==> config.mk <==
export PLATFORM = sky130hd
export DESIGN_NAME = slab_object_allocator_unit_flat
export DESIGN_NICKNAME = d
export VERILOG_FILES = /design/src/rtl/core/soa_pkg.sv /design/src/rtl/core/soa_req_if.sv /design/src/rtl/core/soa_rsp_if.sv /design/src/rtl/core/soa_div.sv /design/src/rtl/core/soa_dpath.sv /design/src/rtl/core/soa_ctrl.sv /design/src/rtl/core/slab_object_allocator_unit.sv /design/src/flat_wrapper.sv
export SDC_FILE = /design/constraint.sdc
export NUM_CORES = 2
export LEC_CHECK = 0
export BUFFER_PORTS_ARGS = -buffer_cell sky130_fd_sc_hd__buf_2
export CAP_MARGIN = 25
export CORE_MARGIN = 2
export CORE_UTILIZATION = 30
export CTS_CLUSTER_SIZE = 14
export DETAILED_ROUTE_END_ITERATION = 7
export GPL_TIMING_DRIVEN = 0
export PLACE_DENSITY = 0.51
export RECOVER_POWER = 50
export REMOVE_ABC_BUFFERS = 1
export SETUP_SLACK_MARGIN = 0.02
export SYNTH_ARGS = -nofsm -noshare
export SYNTH_HDL_FRONTEND = slang
export SYNTH_HIERARCHICAL = 1
export SYNTH_SLANG_ARGS = --single-unit
==> constraint.sdc <==
create_clock -name clock -period 8.7 [get_ports clock]
set_input_delay 0.87 -clock clock [delete_from_list [all_inputs] [get_ports clock]]
set_output_delay 0.87 -clock clock [all_outputs]
set_load 0.01 [all_outputs]
==> src/rtl/core/soa_pkg.sv <==
// ----------------------------------------------------------------------------
// Slab object allocator package
// Sizes, codes and control bundles shared by the allocator modules.
// ----------------------------------------------------------------------------
package soa_pkg;

   localparam int NUM_SLABS   = 16;
   localparam int SLOT_W      = 4;     // bits to index a slab
   localparam int SLAB_IDX_W  = 5;     // slab number with room for the null code
   localparam int SLAB_SHIFT  = 12;    // log2 of the slab size in bytes
   localparam int MAX_OBJECTS = 64;
   localparam int BIT_W       = 6;     // bits to index an object
   localparam int ADDR_W      = 32;
   localparam int OFF_W       = SLAB_SHIFT;
   localparam int SIZE_W      = 13;
   localparam int NOBJ_W      = 7;
   localparam int HDR_W       = 12;
   localparam int CNT_W       = 7;
   localparam int PROD_W      = BIT_W + SIZE_W;
   localparam int CSR_IDX_W   = 2;
   localparam int CSR_DATA_W  = 32;

   localparam logic [SLAB_IDX_W-1:0] NIL_SLAB  = 5'd31;
   localparam logic [CNT_W-1:0]      CNT_MAX   = 7'd127;

   localparam logic OP_ALLOC = 1'b0;
   localparam logic OP_FREE  = 1'b1;

   localparam logic [1:0] ST_OK        = 2'd0;
   localparam logic [1:0] ST_NO_SLAB   = 2'd1;
   localparam logic [1:0] ST_NOT_FOUND = 2'd2;
   localparam logic [1:0] ST_BAD_FREE  = 2'd3;

   localparam logic [CSR_IDX_W-1:0] REG_POOL_BASE   = 2'd0;
   localparam logic [CSR_IDX_W-1:0] REG_OBJECT_SIZE = 2'd1;
   localparam logic [CSR_IDX_W-1:0] REG_OBJECTS     = 2'd2;
   localparam logic [CSR_IDX_W-1:0] REG_HEADER      = 2'd3;

   typedef struct packed {
      logic       load_req;
      logic       pick;
      logic       find;
      logic       alloc_upd;
      logic       walk;
      logic       check;
      logic       free_upd;
      logic       set_status;
      logic [1:0] status_code;
      logic       out_load;
   } soa_cmd_type;

   typedef struct packed {
      logic has_partial;
      logic has_empty;
      logic has_fresh;
      logic walk_hit;
      logic walk_end;
      logic below_header;
      logic div_done;
      logic out_free;
   } soa_stat_type;

endpackage

==> src/rtl/core/soa_req_if.sv <==
// ----------------------------------------------------------------------------
// Allocator request channel
// Valid/ready channel carrying one allocate or free request.
// ----------------------------------------------------------------------------
interface soa_req_if;
   logic        valid;
   logic        ready;
   logic        operation;
   logic [31:0] free_address;

   modport source (output valid, output operation, output free_address, input ready);
   modport sink   (input valid, input operation, input free_address, output ready);
endinterface

==> src/rtl/core/soa_rsp_if.sv <==
// ----------------------------------------------------------------------------
// Allocator response channel
// Valid/ready channel carrying one status and object address.
// ----------------------------------------------------------------------------
interface soa_rsp_if;
   logic        valid;
   logic        ready;
   logic [1:0]  status;
   logic [31:0] object_address;

   modport source (output valid, output status, output object_address, input ready);
   modport sink   (input valid, input status, input object_address, output ready);
endinterface

==> src/rtl/core/soa_div.sv <==
// ----------------------------------------------------------------------------
// Object number divider
// Restoring divider, one quotient bit per cycle, for (slab offset - header) / size.
// ----------------------------------------------------------------------------
module soa_div
   import soa_pkg::*;
(
   input  logic              clock,
   input  logic              reset,
   input  logic              start,
   input  logic [OFF_W-1:0]  dividend,
   input  logic [SIZE_W-1:0] divisor,
   output logic [OFF_W-1:0]  quotient,
   output logic              done
);

   localparam int CNT_W_DIV = $clog2(OFF_W);

   logic                 busy_ff, busy_in;
   logic                 done_ff, done_in;
   logic [CNT_W_DIV-1:0] cnt_ff, cnt_in;
   logic [SIZE_W-1:0]    rem_ff, rem_in;
   logic [OFF_W-1:0]     quo_ff, quo_in;
   logic [SIZE_W-1:0]    div_ff, div_in;
   logic [SIZE_W:0]      trial;
   logic                 fits;

   always_comb begin
      busy_in = busy_ff;
      done_in = 1'b0;
      cnt_in  = cnt_ff;
      rem_in  = rem_ff;
      quo_in  = quo_ff;
      div_in  = div_ff;
      trial   = {rem_ff, quo_ff[OFF_W-1]};
      fits    = trial >= {1'b0, div_ff};
      if (start) begin
         busy_in = 1'b1;
         cnt_in  = '0;
         rem_in  = '0;
         quo_in  = dividend;
         div_in  = divisor;
      end else if (busy_ff) begin
         rem_in = fits ? SIZE_W'(trial - {1'b0, div_ff}) : trial[SIZE_W-1:0];
         quo_in = {quo_ff[OFF_W-2:0], fits};
         cnt_in = cnt_ff + 1'b1;
         if (cnt_ff == CNT_W_DIV'(OFF_W - 1)) begin
            busy_in = 1'b0;
            done_in = 1'b1;
         end
      end
   end

   always_ff @(posedge clock) begin
      if (reset) begin
         busy_ff <= 1'b0;
         done_ff <= 1'b0;
      end else begin
         busy_ff <= busy_in;
         done_ff <= done_in;
      end
      cnt_ff <= cnt_in;
      rem_ff <= rem_in;
      quo_ff <= quo_in;
      div_ff <= div_in;
   end

   assign quotient = quo_ff;
   assign done     = done_ff;

endmodule

==> src/rtl/core/soa_dpath.sv <==
// ----------------------------------------------------------------------------
// Slab allocator datapath
// Slab tables, list heads, configuration, list walk and result register.
// ----------------------------------------------------------------------------
module soa_dpath
   import soa_pkg::*;
(
   input  logic                  clock,
   input  logic                  reset,
   input  logic                  csr_write_en,
   input  logic [CSR_IDX_W-1:0]  csr_index,
   input  logic [CSR_DATA_W-1:0] csr_write_data,
   input  soa_cmd_type           cmd,
   output soa_stat_type          stat,
   input  logic [ADDR_W-1:0]     free_address,
   output logic                  rsp_valid,
   input  logic                  rsp_ready,
   output logic [1:0]            rsp_status,
   output logic [ADDR_W-1:0]     rsp_object_address
);

   logic [ADDR_W-1:0] pool_base_ff;
   logic [SIZE_W-1:0] object_size_ff;
   logic [NOBJ_W-1:0] objects_ff;
   logic [HDR_W-1:0]  header_ff;

   logic [MAX_OBJECTS-1:0] free_map_ff   [NUM_SLABS];
   logic [CNT_W-1:0]       free_count_ff [NUM_SLABS];
   logic [SLAB_IDX_W-1:0]  next_slab_ff  [NUM_SLABS];

   logic [SLAB_IDX_W-1:0] partial_head_ff, empty_head_ff, full_head_ff, fresh_count_ff;
   logic [SLAB_IDX_W-1:0] cur_ff, prev_ff, k_ff;
   logic                  in_partial_ff, from_partial_ff, found_ff;
   logic [ADDR_W-1:0]     addr_ff, obj_addr_ff;
   logic [1:0]            status_ff;
   logic [OFF_W-1:0]      off_ff;
   logic [BIT_W-1:0]      bit_ff;
   logic [PROD_W-1:0]     prod_ff;
   logic                  rsp_valid_ff;
   logic [1:0]            rsp_status_ff;
   logic [ADDR_W-1:0]     rsp_addr_ff;

   logic [NOBJ_W-1:0]  eff_n;
   logic [SIZE_W-1:0]  eff_size;
   logic [SLOT_W-1:0]  slot, fresh_slot, prev_slot;
   logic               cur_valid, prev_valid, walk_live;
   logic [ADDR_W-1:0]  cur_start, walk_off;
   logic [MAX_OBJECTS-1:0] cur_map;
   logic [CNT_W-1:0]   cur_cnt, dec_cnt, inc_cnt;
   logic [BIT_W-1:0]   low_bit;
   logic               low_found;
   logic [OFF_W-1:0]   quotient;
   logic               div_done;
   logic               num_bad;

   assign eff_n = (objects_ff == '0) ? NOBJ_W'(1) :
                  (objects_ff > NOBJ_W'(MAX_OBJECTS)) ? NOBJ_W'(MAX_OBJECTS) : objects_ff;
   assign eff_size   = (object_size_ff == '0) ? SIZE_W'(1) : object_size_ff;
   assign slot       = cur_ff[SLOT_W-1:0];
   assign fresh_slot = fresh_count_ff[SLOT_W-1:0];
   assign prev_slot  = prev_ff[SLOT_W-1:0];
   assign cur_valid  = cur_ff < SLAB_IDX_W'(NUM_SLABS);
   assign prev_valid = prev_ff < SLAB_IDX_W'(NUM_SLABS);
   assign cur_start  = pool_base_ff + (ADDR_W'(slot) << SLAB_SHIFT);
   assign walk_off   = addr_ff - cur_start;
   assign walk_live  = cur_valid && (k_ff < SLAB_IDX_W'(NUM_SLABS));
   assign cur_map    = free_map_ff[slot];
   assign cur_cnt    = free_count_ff[slot];
   assign dec_cnt    = (cur_cnt != '0) ? cur_cnt - 1'b1 : cur_cnt;
   assign inc_cnt    = (cur_cnt < CNT_MAX) ? cur_cnt + 1'b1 : cur_cnt;
   assign num_bad    = (quotient >= OFF_W'(eff_n)) || !cur_map[quotient[BIT_W-1:0]];

   // lowest clear bit of the chosen slab's map
   always_comb begin
      low_bit   = '0;
      low_found = 1'b0;
      for (int j = MAX_OBJECTS - 1; j >= 0; j--) begin
         if (!cur_map[j]) begin
            low_bit   = BIT_W'(j);
            low_found = 1'b1;
         end
      end
   end

   soa_div u_div (
      .clock    (clock),
      .reset    (reset),
      .start    (cmd.check),
      .dividend (off_ff - header_ff),
      .divisor  (eff_size),
      .quotient (quotient),
      .done     (div_done)
   );

   always_comb begin
      stat.has_partial  = partial_head_ff < SLAB_IDX_W'(NUM_SLABS);
      stat.has_empty    = empty_head_ff < SLAB_IDX_W'(NUM_SLABS);
      stat.has_fresh    = fresh_count_ff < SLAB_IDX_W'(NUM_SLABS);
      stat.walk_hit     = walk_live && (walk_off[ADDR_W-1:OFF_W] == '0) && (walk_off != '0);
      stat.walk_end     = !walk_live && !in_partial_ff;
      stat.below_header = off_ff < header_ff;
      stat.div_done     = div_done;
      stat.out_free     = !rsp_valid_ff || rsp_ready;
   end

   // configuration
   always_ff @(posedge clock) begin
      if (reset) begin
         pool_base_ff   <= '0;
         object_size_ff <= SIZE_W'(64);
         objects_ff     <= NOBJ_W'(32);
         header_ff      <= HDR_W'(64);
      end else if (csr_write_en) begin
         case (csr_index)
            REG_POOL_BASE:   pool_base_ff   <= csr_write_data[ADDR_W-1:0];
            REG_OBJECT_SIZE: object_size_ff <= csr_write_data[SIZE_W-1:0];
            REG_OBJECTS:     objects_ff     <= csr_write_data[NOBJ_W-1:0];
            REG_HEADER:      header_ff      <= csr_write_data[HDR_W-1:0];
            default: ;
         endcase
      end
   end

   // list heads and fresh count
   always_ff @(posedge clock) begin
      if (reset) begin
         partial_head_ff <= NIL_SLAB;
         empty_head_ff   <= NIL_SLAB;
         full_head_ff    <= NIL_SLAB;
         fresh_count_ff  <= '0;
      end else begin
         if (cmd.pick && !stat.has_partial && !stat.has_empty) begin
            empty_head_ff  <= fresh_count_ff;
            fresh_count_ff <= fresh_count_ff + 1'b1;
         end
         if (cmd.alloc_upd && found_ff) begin
            if (from_partial_ff) begin
               if (dec_cnt == '0) begin
                  partial_head_ff <= next_slab_ff[slot];
                  full_head_ff    <= cur_ff;
               end
            end else begin
               empty_head_ff <= next_slab_ff[slot];
               if (dec_cnt == '0) full_head_ff <= cur_ff;
               else partial_head_ff <= cur_ff;
            end
         end
         if (cmd.free_upd && !num_bad) begin
            if (!in_partial_ff && !prev_valid) full_head_ff <= next_slab_ff[slot];
            if (inc_cnt >= CNT_W'(eff_n)) begin
               if (in_partial_ff && !prev_valid) partial_head_ff <= next_slab_ff[slot];
               empty_head_ff <= cur_ff;
            end else if (!in_partial_ff) begin
               partial_head_ff <= cur_ff;
            end
         end
      end
   end

   // slab tables
   always_ff @(posedge clock) begin
      if (cmd.pick && !stat.has_partial && !stat.has_empty) begin
         free_map_ff[fresh_slot]   <= (eff_n >= NOBJ_W'(MAX_OBJECTS)) ? '0 :
                                      ({MAX_OBJECTS{1'b1}} << eff_n);
         free_count_ff[fresh_slot] <= CNT_W'(eff_n);
         next_slab_ff[fresh_slot]  <= empty_head_ff;
      end
      if (cmd.alloc_upd && found_ff) begin
         free_map_ff[slot]   <= cur_map | (MAX_OBJECTS'(1) << bit_ff);
         free_count_ff[slot] <= dec_cnt;
         if (dec_cnt == '0) begin
            if (!from_partial_ff || (dec_cnt == '0)) next_slab_ff[slot] <= full_head_ff;
         end else if (!from_partial_ff) begin
            next_slab_ff[slot] <= partial_head_ff;
         end
      end
      if (cmd.free_upd && !num_bad) begin
         free_map_ff[slot]   <= cur_map & ~(MAX_OBJECTS'(1) << quotient[BIT_W-1:0]);
         free_count_ff[slot] <= inc_cnt;
         // unlink through the predecessor
         if (prev_valid && (!in_partial_ff || (inc_cnt >= CNT_W'(eff_n))))
            next_slab_ff[prev_slot] <= next_slab_ff[slot];
         if (inc_cnt >= CNT_W'(eff_n)) next_slab_ff[slot] <= empty_head_ff;
         else if (!in_partial_ff) next_slab_ff[slot] <= partial_head_ff;
      end
   end

   // walk, selection and result
   always_ff @(posedge clock) begin
      if (reset) begin
         rsp_valid_ff <= 1'b0;
      end else if (cmd.out_load) begin
         rsp_valid_ff <= 1'b1;
      end else if (rsp_ready) begin
         rsp_valid_ff <= 1'b0;
      end
      if (cmd.out_load) begin
         rsp_status_ff <= status_ff;
         rsp_addr_ff   <= obj_addr_ff;
      end
      if (cmd.load_req) begin
         addr_ff       <= free_address;
         cur_ff        <= partial_head_ff;
         prev_ff       <= NIL_SLAB;
         k_ff          <= '0;
         in_partial_ff <= 1'b1;
         obj_addr_ff   <= '0;
         status_ff     <= ST_OK;
      end
      if (cmd.set_status) status_ff <= cmd.status_code;
      if (cmd.pick) begin
         if (stat.has_partial) begin
            cur_ff          <= partial_head_ff;
            from_partial_ff <= 1'b1;
         end else begin
            cur_ff          <= stat.has_empty ? empty_head_ff : fresh_count_ff;
            from_partial_ff <= 1'b0;
         end
      end
      if (cmd.find) begin
         bit_ff   <= low_bit;
         found_ff <= low_found;
         prod_ff  <= PROD_W'(low_bit) * PROD_W'(eff_size);
      end
      if (cmd.alloc_upd) begin
         if (found_ff) obj_addr_ff <= cur_start + ADDR_W'(header_ff) + ADDR_W'(prod_ff);
         else status_ff <= ST_NO_SLAB;
      end
      if (cmd.walk) begin
         if (stat.walk_hit) begin
            off_ff <= walk_off[OFF_W-1:0];
         end else if (!walk_live) begin
            cur_ff        <= full_head_ff;
            prev_ff       <= NIL_SLAB;
            k_ff          <= '0;
            in_partial_ff <= 1'b0;
         end else begin
            prev_ff <= cur_ff;
            cur_ff  <= next_slab_ff[slot];
            k_ff    <= k_ff + 1'b1;
         end
      end
      if (cmd.free_upd && num_bad) status_ff <= ST_BAD_FREE;
   end

   assign rsp_valid          = rsp_valid_ff;
   assign rsp_status         = rsp_status_ff;
   assign rsp_object_address = rsp_addr_ff;

endmodule

==> src/rtl/core/soa_ctrl.sv <==
// ----------------------------------------------------------------------------
// Slab allocator controller
// Sequences allocate and free requests through the datapath.
// ----------------------------------------------------------------------------
module soa_ctrl
   import soa_pkg::*;
(
   input  logic         clock,
   input  logic         reset,
   input  logic         req_valid,
   input  logic         req_operation,
   output logic         req_ready,
   input  soa_stat_type stat,
   output soa_cmd_type  cmd
);

   localparam logic [3:0] S_IDLE   = 4'd0;
   localparam logic [3:0] S_A_PICK = 4'd1;
   localparam logic [3:0] S_A_FIND = 4'd2;
   localparam logic [3:0] S_A_UPD  = 4'd3;
   localparam logic [3:0] S_F_WALK = 4'd4;
   localparam logic [3:0] S_F_CHK  = 4'd5;
   localparam logic [3:0] S_F_DIV  = 4'd6;
   localparam logic [3:0] S_F_UPD  = 4'd7;
   localparam logic [3:0] S_DONE   = 4'd8;

   logic [3:0] state_ff, state_in;

   assign req_ready = (state_ff == S_IDLE);

   always_comb begin
      cmd      = '0;
      state_in = state_ff;
      case (state_ff)
         S_IDLE: begin
            if (req_valid) begin
               cmd.load_req = 1'b1;
               state_in     = (req_operation == OP_FREE) ? S_F_WALK : S_A_PICK;
            end
         end
         S_A_PICK: begin
            if (stat.has_partial || stat.has_empty || stat.has_fresh) begin
               cmd.pick = 1'b1;
               state_in = S_A_FIND;
            end else begin
               cmd.set_status  = 1'b1;
               cmd.status_code = ST_NO_SLAB;
               state_in        = S_DONE;
            end
         end
         S_A_FIND: begin
            cmd.find = 1'b1;
            state_in = S_A_UPD;
         end
         S_A_UPD: begin
            cmd.alloc_upd = 1'b1;
            state_in      = S_DONE;
         end
         S_F_WALK: begin
            if (stat.walk_hit) begin
               cmd.walk = 1'b1;
               state_in = S_F_CHK;
            end else if (stat.walk_end) begin
               cmd.set_status  = 1'b1;
               cmd.status_code = ST_NOT_FOUND;
               state_in        = S_DONE;
            end else begin
               cmd.walk = 1'b1;
            end
         end
         S_F_CHK: begin
            if (stat.below_header) begin
               cmd.set_status  = 1'b1;
               cmd.status_code = ST_BAD_FREE;
               state_in        = S_DONE;
            end else begin
               cmd.check = 1'b1;
               state_in  = S_F_DIV;
            end
         end
         S_F_DIV: begin
            if (stat.div_done) state_in = S_F_UPD;
         end
         S_F_UPD: begin
            cmd.free_upd = 1'b1;
            state_in     = S_DONE;
         end
         S_DONE: begin
            // hold until the result register is free
            if (stat.out_free) begin
               cmd.out_load = 1'b1;
               state_in     = S_IDLE;
            end
         end
         default: state_in = S_IDLE;
      endcase
   end

   always_ff @(posedge clock) begin
      if (reset) state_ff <= S_IDLE;
      else state_ff <= state_in;
   end

endmodule

==> src/rtl/core/slab_object_allocator_unit.sv <==
// ----------------------------------------------------------------------------
// Slab object allocator
// Hands out and takes back fixed-size objects from a pool of slabs.
// ----------------------------------------------------------------------------
// Requests arrive on req_chan: operation 0 allocates, 1 frees free_address.
// Each request yields exactly one transfer on rsp_chan with a status and,
// for a successful allocate, the object address.
// One request is in work at a time. An allocate picks a slab, finds a
// free object and updates the lists, or stops after the pick when no slab
// is left. A free walks the partial, then the full list one slab per cycle
// (16 slabs in all), then runs a shift-subtract divider for the object
// number. The list walk and the divider set the free latency.
// Configuration writes on csr_* are registered; write only while idle.
// Reset empties all lists, marks every slab unused and restores the
// default registers. A stalled result stays in the output register; the
// next request is taken and worked on, and its result waits until the
// output register is free.
// ----------------------------------------------------------------------------
module slab_object_allocator_unit
   import soa_pkg::*;
(
   input  logic                  clock,
   input  logic                  reset,
   soa_req_if.sink               req_chan,
   soa_rsp_if.source             rsp_chan,
   input  logic                  csr_write_en,
   input  logic [CSR_IDX_W-1:0]  csr_index,
   input  logic [CSR_DATA_W-1:0] csr_write_data
);

   soa_cmd_type  cmd;
   soa_stat_type stat;

   soa_ctrl u_ctrl (
      .clock         (clock),
      .reset         (reset),
      .req_valid     (req_chan.valid),
      .req_operation (req_chan.operation),
      .req_ready     (req_chan.ready),
      .stat          (stat),
      .cmd           (cmd)
   );

   soa_dpath u_dpath (
      .clock              (clock),
      .reset              (reset),
      .csr_write_en       (csr_write_en),
      .csr_index          (csr_index),
      .csr_write_data     (csr_write_data),
      .cmd                (cmd),
      .stat               (stat),
      .free_address       (req_chan.free_address),
      .rsp_valid          (rsp_chan.valid),
      .rsp_ready          (rsp_chan.ready),
      .rsp_status         (rsp_chan.status),
      .rsp_object_address (rsp_chan.object_address)
   );

endmodule
==> src/flat_wrapper.sv <==
// flat-port wrapper written by rule: the top's interface ports become plain ports
module slab_object_allocator_unit_flat import soa_pkg::*;
  (clock, reset, csr_write_en, csr_index, csr_write_data, req_chan_valid, req_chan_operation, req_chan_free_address, req_chan_ready, rsp_chan_valid, rsp_chan_status, rsp_chan_object_address, rsp_chan_ready);
  soa_req_if req_chan_i ();
  soa_rsp_if rsp_chan_i ();
  input  logic clock;
  input  logic reset;
  input  logic csr_write_en;
  input  logic [CSR_IDX_W-1:0] csr_index;
  input  logic [CSR_DATA_W-1:0] csr_write_data;
  input wire logic [$bits(req_chan_i.valid)-1:0] req_chan_valid;
  input wire logic [$bits(req_chan_i.operation)-1:0] req_chan_operation;
  input wire logic [$bits(req_chan_i.free_address)-1:0] req_chan_free_address;
  output wire logic [$bits(req_chan_i.ready)-1:0] req_chan_ready;
  output wire logic [$bits(rsp_chan_i.valid)-1:0] rsp_chan_valid;
  output wire logic [$bits(rsp_chan_i.status)-1:0] rsp_chan_status;
  output wire logic [$bits(rsp_chan_i.object_address)-1:0] rsp_chan_object_address;
  input wire logic [$bits(rsp_chan_i.ready)-1:0] rsp_chan_ready;
  assign req_chan_i.valid = req_chan_valid;
  assign req_chan_i.operation = req_chan_operation;
  assign req_chan_i.free_address = req_chan_free_address;
  assign req_chan_ready = req_chan_i.ready;
  assign rsp_chan_valid = rsp_chan_i.valid;
  assign rsp_chan_status = rsp_chan_i.status;
  assign rsp_chan_object_address = rsp_chan_i.object_address;
  assign rsp_chan_i.ready = rsp_chan_ready;
  slab_object_allocator_unit u_core (.clock(clock), .reset(reset), .req_chan(req_chan_i), .rsp_chan(rsp_chan_i), .csr_write_en(csr_write_en), .csr_index(csr_index), .csr_write_data(csr_write_data));
endmodule
# Word level (Yosys, flattened, before mapping)

Memory sizes are Yosys's and may differ from the RTL's. A register that Yosys moved wholly into a read port is not among the register bits.
Index checks and enable logic that the tools add are counted.

Bits of input ports: 72
ROM bits: 0
Word-level logic and storage cells: 336
Latch bits: 0
Memories: 3
Output and inout bits: 36
RAM bits: 1216
Flip-flop bits (word level): 288

Reduce and logical (&&, ||, !) cells: 49
Shift-type cells: 3
Equal/unequal tests: 18
Div/mod/pow operators: 0
Order comparisons: 14
Multiply operators: 1
Add/subtract/negate cells: 11
Mux-type cells: 192
Bitwise operators: 15

Memories:

| name                         | depth | width | rd ports | clocked after memory_dff | write ports | line            | source |
|---|---|---|---|---|---|---|---|
| u_core.u_dpath.free_map_ff   | 16    | 64    | 1        | 1                        | 1           | soa_dpath.sv:27 | `logic [MAX_OBJECTS-1:0] free_map_ff [NUM_SLABS];` |
| u_core.u_dpath.free_count_ff | 16    | 7     | 1        | 1                        | 1           | soa_dpath.sv:28 | `logic [CNT_W-1:0] free_count_ff [NUM_SLABS];` |
| u_core.u_dpath.next_slab_ff  | 16    | 5     | 1        | 1                        | 2           | soa_dpath.sv:29 | `logic [SLAB_IDX_W-1:0] next_slab_ff [NUM_SLABS];` |

Operators with widths:

| cell                                                                 | count |
|---|---|
| 6-bit 2-to-1 mux                                                     | 64 |
| 64-bit 2-to-1 mux                                                    | 3 |
| 5-bit 2-to-1 mux                                                     | 36 |
| 1-bit by 6-bit << shifter with 64-bit output (first input constant)  | 2 |
| 32-bit 2-to-1 mux                                                    | 3 |
| 64-bit bitwise AND                                                   | 1 |
| 64-bit NOT                                                           | 1 |
| 64-bit OR                                                            | 1 |
| 64-bit OR reduction                                                  | 1 |
| 64-bit by 7-bit << shifter with 64-bit output (first input constant) | 1 |
| 63-bit AND reduction                                                 | 1 |
| 1-bit 2-to-1 mux                                                     | 54 |
| 7-bit 2-to-1 mux                                                     | 6 |
| 4-bit 2-to-1 mux                                                     | 10 |
| 32-bit by 12-bit adder with 32-bit output                            | 1 |
| 32-bit by 16-bit adder with 32-bit output                            | 1 |
| 32-bit by 19-bit adder with 32-bit output                            | 1 |
| 4-bit case mux with 8 select lines                                   | 1 |
| 32-bit nonzero test                                                  | 1 |
| 32-bit subtractor                                                    | 1 |
| 5-bit < comparator (second input constant)                           | 6 |
| 13-bit 2-to-1 mux                                                    | 2 |
| 12-bit 2-to-1 mux                                                    | 2 |
| 20-bit zero test                                                     | 1 |
| 47 further kinds                                                     | 102 |

# Logic depth before layout (Yosys ltp)

Word-level depth: 65
Depth in mapped cells: 36
Gate-level depth less buffers: 29

# Hierarchy

Netlist, hierarchy kept.

Modules (own cells, without submodules):

| module    | area each (um^2) | times used | seq. area each (um^2) | cells an instance |
|---|---|---|---|---|
| soa_dpath | 81533.2          | 1          | 42370.6               | 6336 |
| soa_div   | 2386.0           | 1          | 1131.1                | 218 |
| soa_ctrl  | 444.2            | 1          | 80.1                  | 63 |

# Worst setup path before layout

Ideal clock, no wire load.

Kind: flip-flop to flip-flop
From: reg u_core.u_dpath.pool_base_ff[12]
To: reg u_core.u_dpath.off_ff[0], enable pin
Data required time: 8.252 ns
Buffers on the path: 1
Stages on the path, launching flop included: 25
Arrival: 7.154 ns
Path slack: 1.098 ns
Path through: dfxtp_1 ha_1 fa_1 a21o_1 a21oi_1 nor2_1 and4_1 xnor2_1 ha_1 clkbuf_1 nor2b_1 nor4_1 o21ai_0 nor3_1 nand4_1 or4_1 nor4_1 nand4b_1 nor3b_1 nand4_1 a211oi_1 nand2b_1 nor3b_1 inv_1 a2111oi_0

RTL lines:

| item                   | line             | source |
|---|---|---|
| from (decl)            | soa_dpath.sv:22  | `logic [ADDR_W-1:0] pool_base_ff;` |
| from (signal assigned) | soa_dpath.sv:115 | `REG_POOL_BASE: pool_base_ff <= csr_write_data[ADDR_W-1:0];` |
| to (signal assigned)   | soa_dpath.sv:231 | `off_ff <= walk_off[OFF_W-1:0];` |
| to (decl)              | soa_dpath.sv:36  | `logic [OFF_W-1:0] off_ff;` |

# Worst setup path in the final report

From: reg u_core.u_dpath.objects_ff[4]
To: mem u_core.u_dpath.free_count_ff[4][6] (data pin)

Cells in the longest elaborated chain, start to end: 12

RTL lines:

| item                                            | line             | source |
|---|---|---|
| from (decl)                                     | soa_dpath.sv:24  | `logic [NOBJ_W-1:0] objects_ff;` |
| from (signal assigned)                          | soa_dpath.sv:117 | `REG_OBJECTS: objects_ff <= csr_write_data[NOBJ_W-1:0];` |
| 7-bit > comparator                              | soa_dpath.sv:57  | `(objects_ff > NOBJ_W'(MAX_OBJECTS)) ? NOBJ_W'(MAX_OBJECTS) : objects_ff;` |
| 7-bit 2-to-1 mux                                | soa_dpath.sv:57  |  |
| 7-bit 2-to-1 mux (*)                            | soa_dpath.sv:56  | `assign eff_n = (objects_ff == '0) ? NOBJ_W'(1) :` |
| 12-bit by 7-bit >= comparator with 1-bit output | soa_dpath.sv:71  | `assign num_bad = (quotient >= OFF_W'(eff_n)) \|\| !cur_map[quotient[BIT_W-1:0]];` |
| 1-bit logical OR                                | soa_dpath.sv:71  |  |
| 1-bit zero test                                 | soa_dpath.sv:177 | `if (cmd.free_upd && !num_bad) begin` |
| 1-bit logical AND                               | soa_dpath.sv:177 |  |
| 1-bit 2-to-1 mux                                | soa_dpath.sv:177 |  |
| 1-bit 2-to-1 mux (implied by the code)          | soa_dpath.sv:179 | `free_count_ff[slot] <= inc_cnt;` |
| 1-bit OR (no source line)                       | --               |  |
| 7-bit OR reduction (no source line)             | --               |  |
| 7-bit 2-to-1 mux (no source line) (*)           | --               |  |
| to (decl)                                       | soa_dpath.sv:28  |  |

Mark *: on every way between the ends. The rest lies on a longest branch, timed or not.

==> impl_metrics.env <==
export IMPL_p_per_area_nw_per_um2=289.9
export IMPL_clock_sinks=1504
export IMPL_drc=0
export IMPL_synth_edf_count=1346
export IMPL_violations="capacitance limit, slew limit, setup timing"
export IMPL_clk_pin_slew_worst_paths_ns=0.06
export IMPL_synth_avg_cell_area_sq_um=12.75
export IMPL_status="finished with violations"
export IMPL_io_buffer_count=107
export IMPL_detail_route_antenna_nets=0
export IMPL_min_period_ns=8.804
export IMPL_hold_path_class="primary input to register"
export IMPL_cp_required_ns=9.27
export IMPL_fin_tns_setup_ns=-0.6284
export IMPL_slowest_delay_ns=1.85
export IMPL_ir_drop_mv=0.1555
export IMPL_postLayoutSetupSlackWorst_ns=-0.1042
export IMPL_clock_path_buffers=4
export IMPL_finalMaxSlewViolations=431
export IMPL_worstMarginPinSlew_ns=2.545
export IMPL_syn_area_sq_um=84360
export IMPL_p_seq_share_pct=31.1
export IMPL_die_y_um=534.3
export IMPL_total_power_w=0.02811
export IMPL_async_reset_ff_share_pct=0
export IMPL_synth_area_leaders="edfxtp_1 (48%), mux2i_1 (13%), mux4_2 (8.4%)"
export IMPL_antenna_found_initial=4
export IMPL_min_period_over_period_pct=101.2
export IMPL_grt_pass1_wl_um=428300
export IMPL_grt_pass1_vias=58072
export IMPL_overflow=0
export IMPL_setup_viol=34
export IMPL_core_region_area_sq_um=279600
export IMPL_internal_power_w=0.01692
export IMPL_fmaxAchievable_ghz=0.1136
export IMPL_ioPinCount=108
export IMPL_place_gp_congestion=0.8955
export IMPL_htree_levels=4
export IMPL_ys_ff_latch=1504
export IMPL_clock_latency_ns=0.91
export IMPL_drive_gt1_share_pct=15.78
export IMPL_cp_arrival_ns=9.38
export IMPL_fp_dieArea_sq_um=285500
export IMPL_grt_max_degree=64
export IMPL_cp_end_kind="register"
export IMPL_synth_seq_area_share_pct=51.66
export IMPL_hold_start="req_chan_free_address[22]"
export IMPL_via_per_inst=5.655
export IMPL_power_frac_clock_pct=25.6
export IMPL_fin_worst_skew_ns=0.1114
export IMPL_wl_per_cell_um=28.94
export IMPL_crit_buf_inv=4
export IMPL_synth_warnings=6
export IMPL_crit_top_cell="o21ai_1"
export IMPL_r2r_start="u_core/u_dpath/objects_ff[4]"
export IMPL_fin_util_pct=34.68
export IMPL_rsz0062_at_grt="false"
export IMPL_wirelength_um=303500
export IMPL_pre_cts_slack_ns=-1.793
export IMPL_firstDrtPassIters=5
export IMPL_cts_root_buf="clkbuf_16"
export IMPL_crit_type="register to register"
export IMPL_syn_to_final_growth_pct=14.94
export IMPL_syn_inst=6617
export IMPL_cts_tree="yes"
export IMPL_hpwlAfterDp_um=195000
export IMPL_row_count=194
export IMPL_ys_flop_type="edfxtp_1"
export IMPL_switching_share_pct=39.82
export IMPL_p_comb_share_pct=43.3
export IMPL_start_util_pct=30.17
export IMPL_yosysTopAreaCell="edfxtp_1"
export IMPL_grtUsageTotal_pct=20.48
export IMPL_fill_cells=27385
export IMPL_die_x_um=534.3
export IMPL_start_kind="register"
export IMPL_placed_cell_area_sq_um=91560
export IMPL_relSlewSlack_pct=-74.08
export IMPL_path_delay_family="compound AO/OA/AOI/OAI gates"
export IMPL_cap_violations=23
export IMPL_finalNetCount=6898
export IMPL_synth_cell_types=106
export IMPL_crit_chain="nor3_1 -> o21ai_1 -> buf_6 -> clkinvlp_4 -> ha_1 -> nand2b_1 -> nand3_1 -> a21oi_1 -> a211o_1 -> a31oi_1 -> o21ai_1 -> nor4b_4 -> nand2_4 -> buf_12 -> a2111oi_0 -> clkbuf_2 -> nor2_1 -> a21o_1"
export IMPL_setup_worst_path_start="u_core/u_dpath/objects_ff[4]"
export IMPL_leakagePower_nw=38.61
export IMPL_synth_top_area_share_pct=47.91
export IMPL_fin_area_sq_um=96970
export IMPL_drtIter0Drc=6669
export IMPL_power_switching_w=0.01120
export IMPL_vias=59309
export IMPL_crit_slowest_cell="a2111oi_0"
export IMPL_critPathMaxFanout=37
export IMPL_hold_viol_final=0
export IMPL_cts_buffers=174
==> cell families after synthesis <==
kind of cell               share of synthesized area [%]
AOI/OAI and AO/OA                                  9.390
xor gates and xnor gates                           1.028
adders and majority gates                          3.473
buffers and inverters                              4.368
DFF                                                51.66
muxes                                              22.07
and+or+nand+nor                                    8.010
==> synth_stat cells, types with 21 or more instances <==
library cell / count
or3_1: 23
o22ai_1: 27
fa_1: 62
mux2i_1: 1114
xnor2_1: 68
nand2b_1: 48
a211oi_1: 30
a221oi_1: 38
buf_6: 21
mux4_2: 313
o21ai_1: 41
o211ai_1: 32
inv_1: 193
nor3_1: 78
xor2_1: 31
ha_1: 135
a21oi_1: 394
o21ai_0: 154
a31oi_1: 75
nand3_1: 130
buf_1: 23
nand4_1: 37
buf_4: 63
a22oi_1: 47
nand2_1: 392
buf_2: 197
nor2_1: 349
nor4_1: 25
mux2_2: 36
and2_1: 95
nand3b_1: 22
o32a_1: 23
edfxtp_1: 1346
o21a_1: 25
nor2b_1: 60
a21o_1: 43
dfxtp_1: 158
and3_1: 28
clkbuf_1: 285
a22o_1: 35
==> what timing repair did <==
action | 4_1_cts | 5_1_grt
pin swaps | 3 | 3
gates resized for setup | 36 | 21
setup endpoints to repair | 82 | 68
hold buffers | 0 | 0
gates cloned | 7 | 7
buffers inserted | 23 | 26
endpoints found under the hold margin | 0 | 0
==> layer usage <==
layer	part of all wire (%)	vias to the layer above	wire length (um)	track usage, %
li1	-	25386	-	-
met1	42	30399	128100	28.26
met2	45	2828	136100	32.17
met3	8.3	692	25250	3.284
met4	4.6	4	13990	8.022
met5	0.010	-	31	0
==> layout make-up <==
type | instances | area, sq um | area share [%]
sequential | 1504 | 43600 | 44.96
multi-input combinational | 4321 | 37620 | 38.80
timing repair buffer | 430 | 4910 | 5.063
tap | 3724 | 4659 | 4.805
clock buffer | 214 | 4649 | 4.795
clock inverter | 93 | 763.2 | 0.7871
inverter | 198 | 750.7 | 0.7742
antenna | 4 | 10.01 | 0.01032
==> registers in the layout (all words and copies together), names as in the netlist, 6 cells and up <==
name,flops
u_core/u_dpath/free_count_ff,112
u_core/u_dpath/objects_ff,7
u_core/u_dpath/obj_addr_ff,32
u_core/u_dpath/header_ff,12
u_core/u_dpath/addr_ff,32
u_core/u_dpath/u_div/quotient,12
u_core/u_dpath/pool_base_ff,32
u_core/u_dpath/rsp_object_address,32
u_core/u_dpath/next_slab_ff,80
u_core/u_dpath/prod_ff,19
u_core/u_dpath/object_size_ff,13
u_core/u_dpath/u_div/rem_ff,13
u_core/u_dpath/bit_ff,6
u_core/u_dpath/u_div/div_ff,13
u_core/u_dpath/free_map_ff,1024
u_core/u_dpath/off_ff,12
==> through the flow <==
step	instances	hold WS [ns]
after floorplan	6023	0.4002
after global placement	9854	0.4153
after detailed placement	10099	0.4151
after CTS	10436	0.2049
after global routing	10484	0.2351
final	10488	0.2650
==> path summary, 6_finish.rpt <==
| path | cells past startpoint | slack, ns | to |
|---|---|---|---|
| worst max-delay path | 18 | -0.10 | u_core/u_dpath/free_count_ff[4][6] |
| worst min-delay path | 1 | 0.27 | u_core/u_dpath/addr_ff[22] |
| worst max register to register | 18 | -0.10 | u_core/u_dpath/free_count_ff[4][6] |
| worst min register to register | 0 | 0.43 | u_core/u_dpath/rsp_object_address[1] |
==> worst register-to-register path: cells and delay by family, from the launching register on <==
kind,cells,cell delay (ns)
flops,1,1.01
buf+inv,4,1.75
compound gates,7,3.43
fa+ha+maj,1,0.52
simple gates,6,1.83
==> cells in the final DEF (no fill, tap or decap), types with 91 or more instances in the layout <==
| cell | Yosys | final |
|---|---|---|
| a21oi_1 | 394 | 391 |
| nand3_1 | 130 | 131 |
| edfxtp_1 | 1346 | 1346 |
| mux2i_1 | 1114 | 1114 |
| ha_1 | 135 | 135 |
| mux4_2 | 313 | 313 |
| nor2_1 | 349 | 344 |
| clkbuf_1 | 285 | 158 |
| dfxtp_1 | 158 | 153 |
| buf_4 | 63 | 91 |
| and2_1 | 95 | 92 |
| clkbuf_16 | 0 | 185 |
| inv_1 | 193 | 189 |
| nand2_1 | 392 | 363 |
| o21ai_0 | 154 | 165 |
==> power groups by stage <==
stage                     clock network [W]  registers (W)  logic [W]
after CTS                           0.00734        0.00877     0.0120
final                               0.00720        0.00875     0.0122
after global routing                0.00761        0.00878     0.0128
after detailed placement                  0        0.00901     0.0114
after global placement                    0        0.00960    0.00976
after floorplan                           0        0.00927    0.00751
Note: power is estimated with default switching activity, not from simulation.
